==> src/hw/rtl/fbcma_ram.sv <==
// Generic simple dual-port RAM: one write port, one read port, registered read.
// No dependencies.
`default_nettype none

module fbcma_ram #(
	parameter int WIDTH = 8,
	parameter int DEPTH = 16,
	localparam int AW = (DEPTH > 1) ? $clog2(DEPTH) : 1
) (
	input  logic             clk,
	input  logic             we,
	input  logic [AW-1:0]    waddr,
	input  logic [WIDTH-1:0] wdata,
	input  logic             re,
	input  logic [AW-1:0]    raddr,
	output logic [WIDTH-1:0] rdata
);

	logic [WIDTH-1:0] mem [DEPTH];

	// Write, and register the read word
	always_ff @(posedge clk) begin
		if (we) begin
			mem[waddr] <= wdata;
		end
		if (re) begin
			rdata <= mem[raddr];
		end
	end

endmodule

`default_nettype wire

==> config.mk <==
export PLATFORM = sky130hd
export DESIGN_NAME = fbcma_ram
export DESIGN_NICKNAME = d
export VERILOG_FILES = /design/src/hw/rtl/fbcma_ram.sv
export SDC_FILE = /design/constraint.sdc
export NUM_CORES = 1
export LEC_CHECK = 0
export BUFFER_PORTS_ARGS = -buffer_cell sky130_fd_sc_hd__buf_4
export CAP_MARGIN = 25
export CORE_ASPECT_RATIO = 1.75
export CORE_UTILIZATION = 50
export CTS_CLUSTER_DIAMETER = 80
export DETAILED_ROUTE_END_ITERATION = 8
export PLACE_DENSITY = 0.73
export SLEW_MARGIN = 20
export SYNTH_ARGS = -nofsm -noshare
export SYNTH_HDL_FRONTEND = slang
export SYNTH_SLANG_ARGS = --single-unit
==> constraint.sdc <==
create_clock -name clk -period 2.5 [get_ports clk]
set_clock_uncertainty 0.05 [all_clocks]
set_input_delay 0.5 -clock clk [delete_from_list [all_inputs] [get_ports clk]]
set_output_delay 0.5 -clock clk [all_outputs]
set_load 0.005 [all_outputs]
Word-level counts from Yosys, hierarchy flattened
Memories as Yosys holds them, arrays and structs flattened. A register that Yosys moved wholly into a read port is not among the register bits.
Cells that the tools add are included.
- register bits: 0
- bits in latches: 0
- memory bits (writable): 128
- bits in read-only memories: 0
- output and inout port bits: 8
- logic and storage cells: 3
- memories: 1
- add/subtract/negate cells: 0
- multiply operators: 0
- divide/modulo/power cells: 0
- $lt $le $gt $ge: 0
- equality and inequality tests: 0
- shifts and indexed selects: 0
- multiplexer cells: 2
- bitwise operators: 0
- reduce and logical (&&, ||, !) cells: 0
- memory list (name ; words ; bits a word ; rd ports ; clocked after memory_dff ; write ports ; line ; source):
    mem ; 16 ; 8 ; 1 ; 1 ; 1 ; 19 ; logic [WIDTH-1:0] mem [DEPTH];
- operator list (operator ; count):
    1-bit two-way mux ; 2

Longest topological paths before layout
Gate-level depths: netlist of the first run.
- depth in word-level cells: 2
- gate-level depth with buffers: 5

Least setup slack after synthesis of the first run
Ideal clock, no wire load.
- path kind: input to register
- start point: input waddr[2]
- end point: memory mem[0][0] (enable)
- setup time: 0.383 ns
- arrival time: 1.610 ns
- data required time: 2.067 ns
- slack: 0.457 ns
- stages: 2
- cells stage by stage: or3b_2 -> nor3_1
- RTL lines (what ; line ; source):
    from (decl) ; 12 ; input logic [AW-1:0] waddr,
    to (decl) ; 19 ;
Straight into the memory's write port.

==> results of run 1 <==
[routing by layer]
layer | track usage, % | wire, um | part of all wire [%] | vias to the layer above
met5 | 0 | 0 | 0 | -
met3 | 5.96 | 537 | 5.4 | 24
met2 | 35.5 | 5560 | 56 | 113
li1 | - | - | - | 1090
met1 | 22.1 | 3510 | 35 | 1261
met4 | 10.2 | 300 | 3.0 | 0
[cell type report]
cell class | count | area, sq um | share of cell area [%]
Tap cell | 127 | 159 | 2.54
Timing Repair Buffer | 45 | 350 | 5.60
Sequential cell | 136 | 4080 | 65.3
Multi-Input combinational cell | 83 | 1060 | 16.9
Clock inverter | 15 | 183 | 2.92
Clock buffer | 17 | 425 | 6.80
[Yosys cell counts, types with 2 or more instances]
cell type and instances:
edfxtp_1 136, clkdlybuf4s25_2 3, nand3b_1 2, mux4_2 18, buf_2 3, nor3_1 4
nand2b_1 2, a22oi_1 16, mux4_1 14, nor2_1 13, buf_6 3, nand2_1 9
[cells by family (layout without fill, tap and decap cells)]
logic type | after synthesis | in the layout | share of synthesized area [%]
AO/OA/AOI/OAI | 16 | 16 | 2.30
flip-flops | 136 | 136 | 78.1
buffers and inverters | 10 | 77 | 1.65
multiplexers | 32 | 32 | 14.8
AND/OR/NAND/NOR | 35 | 35 | 3.14
[stage by stage]
step | cells | util (%) | area (sq um)
after floorplan | 229 | - | 5230
after global placement | 391 | 55.2 | 5650
after detailed placement | 391 | 55.2 | 5650
after CTS | 423 | 61.1 | 6260
after global routing | 423 | 61.1 | 6260
final | 423 | 61.1 | 6260
[sequential cells by signal, indices dropped and copies added, names as in the netlist]
name,cells
rdata,8
mem,128
[worst paths after layout]
| check | end | slack, ps | depth (start not counted) |
|---|---|---|---|
| min | rdata[6] | 340 | 1 |
| max reg2reg | rdata[6] | 900 | 3 |
| max | rdata[0] | 680 | 5 |
| min reg2reg | rdata[7] | 700 | 3 |
[cell usage in the layout, fill, tap and decap left out, types with 3 or more instances in the layout]
cell type and n:
buf_4 44, a22oi_1 16, nor3_1 4, mux4_1 14, clkbuf_16 17, clkinv_1 4
bufinv_16 4, edfxtp_1 136, nand2_1 9, nor2_1 13, clkinv_2 3, mux4_2 18
[power groups by stage]
stage	Sequential (mW)	Combinational (mW)	Clock, mW
3_3_place_gp	2.63	0.240	0
4_1_cts	2.58	0.247	2.56
5_1_grt	2.59	0.263	2.66
3_5_place_dp	2.63	0.245	0
6_report	2.58	0.243	2.53
2_1_floorplan	2.63	0.130	0
==> flow_metrics.py, run 1 <==
metrics = {
    "status": {
        "status": "complete, no violations",
    },
    "placement": {
        "dp_hpwl_um": 6670,
        "pre_cts_slack_ps": 263,
        "place_congestion": 0.723,
        "portBuffers": 26,
    },
    "synth": {
        "synth_edf_count": 136,
        "postSynthCellCount": 229,
        "avgSynthCellArea_sq_um": 22.8,
        "synthDominantCellAreaShare_pct": 78.1,
        "synth_flop_cell": "edfxtp_1",
        "synthArstFlopShare_pct": 0,
        "seq_area_frac_synth_pct": 78.1,
        "synth.largest_area_cell": "edfxtp_1",
        "synth.net_count": 248,
        "ys_ff_latch": 136,
        "yosys-top-cells-area": "edfxtp_1 (78%), mux4_2 (7.8%), mux4_1 (7.0%), a22oi_1 (2.3%), nor2_1 (0.93%)",
        "synth_warnings": 0,
        "syn-cell-area_sq_mm": 0.00523,
        "yosys.cell_types.count": 18,
    },
    "floorplan": {
        "core_area_sq_mm": 0.0102,
        "fp.dieH_um": 137,
        "die_x_um": 79.3,
        "die_area_sq_mm": 0.0109,
        "start_util_pct": 51.1,
        "rows": 49,
        "io_pins": 27,
    },
    "setup_path": {
        "cp_slowest_stage_delay_ps": 580,
        "cp_slowest_cell": "mux4_1",
        "worst_ep_arrival_time_ps": 1920,
        "critical_path_required_ps": 2600,
        "crit_fanout": 14,
        "startpoint": "raddr[0]",
        "crit_family": "multiplexers",
        "path_cells": "buf_4 > buf_4 > mux4_1 > a22oi_1 > nand2_1",
        "path_buf_inv": 2,
        "start_kind": "input port",
        "worst_setup_path_end_kind": "flop",
        "path_common_cell": "buf_4",
        "criticalPathCategory": "input port to flop",
        "r2r-start": "mem[0][6]",
    },
    "sta": {
        "max_freq_ghz": 0.550,
        "rsz0062_at_grt": "no",
        "fin_crit_ps": 1820,
        "setup_viol": 0,
        "finalWorstSetupSlack_ps": 681,
        "hold_viol": 0,
        "relSlewSlack_pct": 53.0,
        "tightestPinTransition_ps": 704,
        "drv_slew": 0,
        "min_period_over_period_pct": 72.7,
        "holdWs_ps": 337,
        "finalSetupTns_ps": 0,
    },
    "drt": {
        "drc_errors": 0,
        "drt-total-wl_um": 9910,
        "wl_per_cell_um": 23.4,
        "first_pass_iters": 5,
        "drt-initial-drc-count": 199,
        "antenna_left": 0,
        "vias_per_cell": 5.88,
        "via_count": 2488,
    },
    "min_path": {
        "min_path_type": "input port to flop",
        "worstHoldStart": "re",
    },
    "layout": {
        "n_fill_cell": 682,
        "n_antenna_cell": 0,
        "layout.nets": 302,
        "drive_above_1_share_pct": 31.1,
        "area_growth_pct": 19.7,
    },
    "cts": {
        "tritoncts": "done",
        "cts_buffer_depth": 2,
        "h-tree-depth": 4,
        "root_buffer": "clkbuf_16",
        "holdBufCountCts": 0,
        "numCtsBuffers": 17,
        "clk_pin_slew_ps": 50,
        "clk_latency_ps": 410,
        "cts_setup_buffers": 0,
        "clkSinkCount": 136,
        "cts_resized": 0,
    },
    "global_routing": {
        "overflow": 0,
        "grt_max_degree": 33,
        "track_usage_pct": 20.3,
        "antenna_found_initial": 0,
        "grt_pass1_vias": 2588,
        "grt_pass1_wl_um": 14900,
    },
    "power": {
        "p_seq_share_pct": 48.2,
        "finalPower_mw": 5.36,
        "leakagePower_nw": 2.13,
        "clkPwrFrac_pct": 47.3,
        "p_sw_mw": 1.03,
        "p_int_mw": 4.33,
        "p_per_area_mw_per_mm2": 856,
        "comb_power_share_pct": 4.5,
        "switching_share_pct": 19.2,
        "peakVddDrop_uv": 603,
    },
    "flow_run": {
        "drv_cap": 0,
    },
}
Power figures use the tool's default switching activity.
==> run 2: changes to the inputs <==
==> constraint.sdc (replaced) <==
create_clock -name clk -period 1.9 [get_ports clk]
set_clock_uncertainty 0.05 [all_clocks]
set_input_delay 0.38 -clock clk [delete_from_list [all_inputs] [get_ports clk]]
set_output_delay 0.38 -clock clk [all_outputs]
set_load 0.005 [all_outputs]
==> run 2 against run 1 <==
  * Routed wire length is 2.7% higher
  * Clock-buffer cell count stayed put
  * First-iteration DRC count is 1.5% higher
  * Critical endpoint unchanged
  * Flip-flop and latch count stayed put
  * Clock power is 32% higher
  * Largest power group unchanged
  * Final cell count is 1.9% higher
  * Worst hold slack worse by 120 ps
  * Die area stayed put
  * Non-clock buffer count is 8 higher
  * Sequential share of layout area is 1.3 points lower
  * Combinational power is 42% higher
  * Critical path depth is 2 lower
==> flow_metrics.py, run 2 (synthesized netlist as in run 1, its figures left out) <==
metrics = {
    "drt": {
        "via_count": 2509,
        "drt-total-wl_um": 10200,
        "drc_errors": 0,
        "antenna_left": 0,
        "wl_per_cell_um": 23.6,
        "vias_per_cell": 5.82,
        "first_pass_iters": 4,
        "drt-initial-drc-count": 202,
    },
    "status": {
        "status": "complete, no violations",
    },
    "layout": {
        "utilization_pct": 62.3,
        "mostFrequentLayoutCells": "edfxtp_1 (136), buf_4 (48), mux4_2 (18)",
        "n_antenna_cell": 0,
        "stdcell_area_sq_mm": 0.00638,
        "reg_top3": "mem x128, rdata x8",
        "largest_reg_flops": 128,
        "top_register": "mem",
        "layout.nets": 310,
        "area_growth_pct": 22.1,
        "drive_above_1_share_pct": 34.5,
        "layout_commonest_cell": "edfxtp_1",
    },
    "flow_run": {
        "drv_cap": 0,
    },
    "placement": {
        "dp_hpwl_um": 6610,
        "place_area_sq_mm": 0.00577,
        "place_congestion": 0.728,
        "portBuffers": 26,
    },
    "setup_path": {
        "worst_ep_arrival_time_ps": 1660,
        "worst_setup_path_end_kind": "flop",
        "criticalPathCategory": "flop to flop",
        "ff2ff_setup_slack_ps": 340,
        "crit_fanout": 1,
        "start_kind": "flop",
        "critical_path_required_ps": 2000,
        "reg2reg_depth": 3,
    },
    "floorplan": {
        "die_area_sq_mm": 0.0109,
        "rows": 49,
        "start_util_pct": 51.1,
        "fp.dieH_um": 137,
        "io_pins": 27,
        "core_area_sq_mm": 0.0102,
        "die_x_um": 79.3,
    },
    "global_routing": {
        "grt_max_degree": 20,
        "grt_pass1_wl_um": 15200,
        "track_usage_pct": 20.8,
        "overflow": 0,
        "antenna_found_initial": 0,
        "grt_pass1_vias": 2639,
    },
    "power": {
        "p_per_area_mw_per_mm2": 1110,
        "switching_share_pct": 20.4,
        "p_seq_share_pct": 48.0,
        "clkPwrFrac_pct": 47.2,
        "p_int_mw": 5.64,
        "peakVddDrop_uv": 999,
        "leakagePower_nw": 2.19,
        "comb_power_share_pct": 4.9,
        "p_sw_mw": 1.45,
    },
    "cts": {
        "holdBufCountCts": 0,
        "clkSinkCount": 136,
        "cts_buffer_depth": 2,
        "cts_resized": 0,
        "numCtsBuffers": 17,
        "root_buffer": "clkbuf_16",
        "h-tree-depth": 4,
        "cts_setup_buffers": 0,
        "clk_pin_slew_ps": 60,
        "tritoncts": "done",
        "clk_latency_ps": 410,
    },
    "sta": {
        "fin_crit_ps": 1560,
        "setup_viol": 0,
        "max_freq_ghz": 0.642,
        "rsz0062_at_grt": "no",
        "relSlewSlack_pct": 72.7,
        "finalSetupTns_ps": 0,
        "tightestPinTransition_ps": 410,
        "hold_viol": 0,
        "min_period_over_period_pct": 81.9,
        "drv_slew": 0,
    },
    "min_path": {
        "min_path_type": "input port to flop",
        "hold_depth": 1,
    },
}
-- run 2: cell type report --
class                           instances  area, sq um
Clock buffer                           17          425
Clock inverter                         15          191
Fill cell                             671         3860
Multi-Input combinational cell         83         1060
Sequential cell                       136         4080
Tap cell                              127          159
Timing Repair Buffer                   53          460
-- run 2: power by group through the flow --
stage	logic, mW	clock network, mW	registers [mW]
3_3_place_gp	0.335	0	3.46
6_report	0.344	3.34	3.40
5_1_grt	0.369	3.50	3.40
2_1_floorplan	0.171	0	3.46
4_1_cts	0.350	3.38	3.40
3_5_place_dp	0.346	0	3.46
-- run 2: worst paths after layout --
kind | startpoint | end
worst max-delay path | mem[1][0] | rdata[0]
worst min-delay path | wdata[4] | mem[6][4]
worst max register to register | mem[1][0] | rdata[0]
worst min register to register | mem[15][1] | rdata[1]
-- run 2: through the flow --
step / hold WS (ps) / power (mW) / cells / setup slack, ps
floorplan: 429 / 3.63 / 229 / 188
global placement: 623 / 3.79 / 399 / 34.9
detailed placement: 639 / 3.81 / 399 / 11.8
CTS: 209 / 7.13 / 431 / 328
global route: 213 / 7.27 / 431 / 305
finish: 219 / 7.08 / 431 / 343
-- run 2: layer usage --
layer | up-vias | GRT usage, % | wire [um]
met3 | 15 | 6.03 | 526
met1 | 1280 | 22.9 | 3630
li1 | 1106 | - | -
met2 | 108 | 35.7 | 5770
met4 | 0 | 11.3 | 257
met5 | - | 0 | 0
-- run 2: worst max-delay path, stage by stage, from the launching register on --
cell      delay, ps
edfxtp_1        390
mux4_1          540
a22oi_1         230
nand2_1          90
==> run 3: changes to the inputs <==
--- a/config.mk
+++ b/config.mk
@@ -5,13 +5,14 @@
 export SDC_FILE = /design/constraint.sdc
 export NUM_CORES = 1
 export LEC_CHECK = 0
+export ABC_AREA = 1
 export BUFFER_PORTS_ARGS = -buffer_cell sky130_fd_sc_hd__buf_4
 export CAP_MARGIN = 25
 export CORE_ASPECT_RATIO = 1.75
 export CORE_UTILIZATION = 50
 export CTS_CLUSTER_DIAMETER = 80
 export DETAILED_ROUTE_END_ITERATION = 8
-export PLACE_DENSITY = 0.73
+export PLACE_DENSITY = 0.76
 export SLEW_MARGIN = 20
 export SYNTH_ARGS = -nofsm -noshare
 export SYNTH_HDL_FRONTEND = slang
==> constraint.sdc (replaced) <==
create_clock -name clk -period 1.28 [get_ports clk]
set_clock_uncertainty 0.05 [all_clocks]
set_input_delay 0.256 -clock clk [delete_from_list [all_inputs] [get_ports clk]]
set_output_delay 0.256 -clock clk [all_outputs]
set_load 0.005 [all_outputs]
==> run 3 against run 2 <==
  * Combinational power rose by 94%
  * Final cell count is 74% higher
  * Critical path depth is 2 lower
  * Register-to-register slack lost 260 ps
  * Core utilization shrank 0.38 points
  * Worst hold slack lost 120 ps
  * First-iteration DRC count grew 61%
  * Critical path type is now flop to primary output
==> flow_metrics.py, run 3 <==
metrics = {
    "synth": {
        "yosys.cell_types.count": 11,
        "yosysMostFrequentCell": "nand2_1",
        "synth_warnings": 0,
        "syn-cell-area_sq_mm": 0.00585,
        "ys_ff_latch": 136,
        "avgSynthCellArea_sq_um": 10.6,
        "yosys-top-cells-area": "edfxtp_1 (70%), nand2_1 (11%), nand3_1 (8.3%), inv_1 (6.4%), buf_6 (1.2%)",
        "netlist_top_cells_count": "nand2_1 (173), edfxtp_1 (136), inv_1 (100)",
        "seq_area_frac_synth_pct": 69.8,
        "synth.net_count": 570,
        "synth.largest_area_cell": "edfxtp_1",
        "synthArstFlopShare_pct": 0,
        "postSynthCellCount": 551,
        "synth_flop_cell": "edfxtp_1",
        "synth_edf_count": 136,
        "synthDominantCellAreaShare_pct": 69.8,
    },
    "sta": {
        "drv_slew": 0,
        "fin_crit_ps": 1260,
        "holdWs_ps": 100,
        "max_freq_ghz": 0.794,
        "finalSetupTns_ps": 0,
        "rsz0062_at_grt": "yes",
        "relSlewSlack_pct": 80.0,
        "tightestPinTransition_ps": 300,
        "min_period_over_period_pct": 98.3,
        "finalWorstSetupSlack_ps": 21.3,
        "setup_viol": 0,
        "hold_viol": 0,
    },
    "global_routing": {
        "track_usage_pct": 22.0,
        "grt_pass1_wl_um": 19700,
        "antenna_found_initial": 0,
        "overflow": 0,
        "grt_max_degree": 33,
        "grt_pass1_vias": 3930,
    },
    "setup_path": {
        "criticalPathCategory": "flop to primary output",
        "path_buf_inv": 1,
        "cp_slowest_stage_delay_ps": 380,
        "worst_setup_path_end_kind": "primary output",
        "path_cells": "buf_4",
        "worst_ep_arrival_time_ps": 950,
        "cp_slowest_cell": "edfxtp_1",
        "crit_family": "flip-flops",
        "crit_fanout": 1,
        "start_kind": "flop",
        "critical_path_required_ps": 970,
    },
    "flow_run": {
        "drv_cap": 0,
    },
    "drt": {
        "antenna_left": 0,
        "drt-total-wl_um": 12700,
        "drc_errors": 0,
        "vias_per_cell": 5.27,
        "first_pass_iters": 5,
        "via_count": 3960,
        "drt-initial-drc-count": 326,
        "wl_per_cell_um": 16.9,
    },
    "power": {
        "p_per_area_mw_per_mm2": 1510,
        "finalPower_mw": 10.5,
        "peakVddDrop_uv": 1070,
        "leakagePower_nw": 3.04,
    },
    "layout": {
        "area_growth_pct": 19.0,
        "top_register": "mem",
        "layout_commonest_cell": "nand2_1",
        "reg_top3": "mem x128, rdata x8",
        "mostFrequentLayoutCells": "nand2_1 (173), edfxtp_1 (136), inv_1 (100)",
        "n_antenna_cell": 0,
        "layout.nets": 625,
        "drive_above_1_share_pct": 14.5,
        "largest_reg_flops": 128,
        "utilization_pct": 62.0,
    },
    "floorplan": {
        "core_area_sq_mm": 0.0112,
        "die_area_sq_mm": 0.0121,
        "io_pins": 27,
        "start_util_pct": 52.1,
        "rows": 51,
        "fp.dieH_um": 145,
        "die_x_um": 83.7,
    },
    "cts": {
        "clk_latency_ps": 410,
        "numCtsBuffers": 17,
        "clk_pin_slew_ps": 60,
        "cts_setup_buffers": 0,
        "tritoncts": "done",
        "cts_buffer_depth": 2,
        "clkSinkCount": 136,
        "holdBufCountCts": 0,
        "root_buffer": "clkbuf_16",
        "h-tree-depth": 4,
        "cts_resized": 0,
    },
    "placement": {
        "pre_cts_slack_ps": -198,
        "dp_hpwl_um": 8390,
        "portBuffers": 26,
        "place_congestion": 0.848,
    },
    "min_path": {
        "min_path_type": "input port to flop",
    },
    "status": {
        "status": "complete, no violations",
    },
}
[run 3: report_power, final]
group	internal, mW	switching, mW
clock	3.04	1.73
combinational	0.243	0.423
sequential	5.02	0.0269
total	8.31	2.18
[run 3: worst paths after layout]
| check | startpoint | to | slack, ps | depth (start not counted) |
|---|---|---|---|---|
| worst max-delay path | rdata[4] | rdata[4] | 20 | 1 |
| worst min-delay path | re | rdata[1] | 100 | 1 |
| worst max register to register | mem[1][7] | rdata[7] | 80 | 6 |
| worst min register to register | mem[12][1] | rdata[1] | 700 | 6 |
[run 3: metal layers]
layer  vias to the layer above  GRT usage, %  share of wire (%)
met5                         -             0                  0
met4                         0          12.4                4.0
met3                        39          5.92                5.0
met2                       140          37.8                 53
met1                      1892          24.4                 38
li1                       1889             -                  -
[run 3: cell type report]
| type | instances | area [sq um] |
|---|---|---|
| fill | 810 | 4270 |
| sequential | 136 | 4080 |
| inverter | 102 | 383 |
| timing repair buffer | 60 | 526 |
| clock buffer | 19 | 433 |
| tap | 132 | 165 |
| clock inverter | 13 | 154 |
| multi-input combinational | 289 | 1210 |
[run 3: per-stage QoR]
step | cells | area (sq um)
final | 751 | 6960
after global routing | 751 | 6960
after CTS | 751 | 6960
after detailed placement | 719 | 6370
after global placement | 719 | 6370
after floorplan | 551 | 5850
[run 3: logic make-up after synthesis]
family                 count (synthesis)  synth area share, %
buffers and inverters                126                 9.39
flip-flops                           136                 69.8
AND/OR/NAND/NOR                      289                 20.8
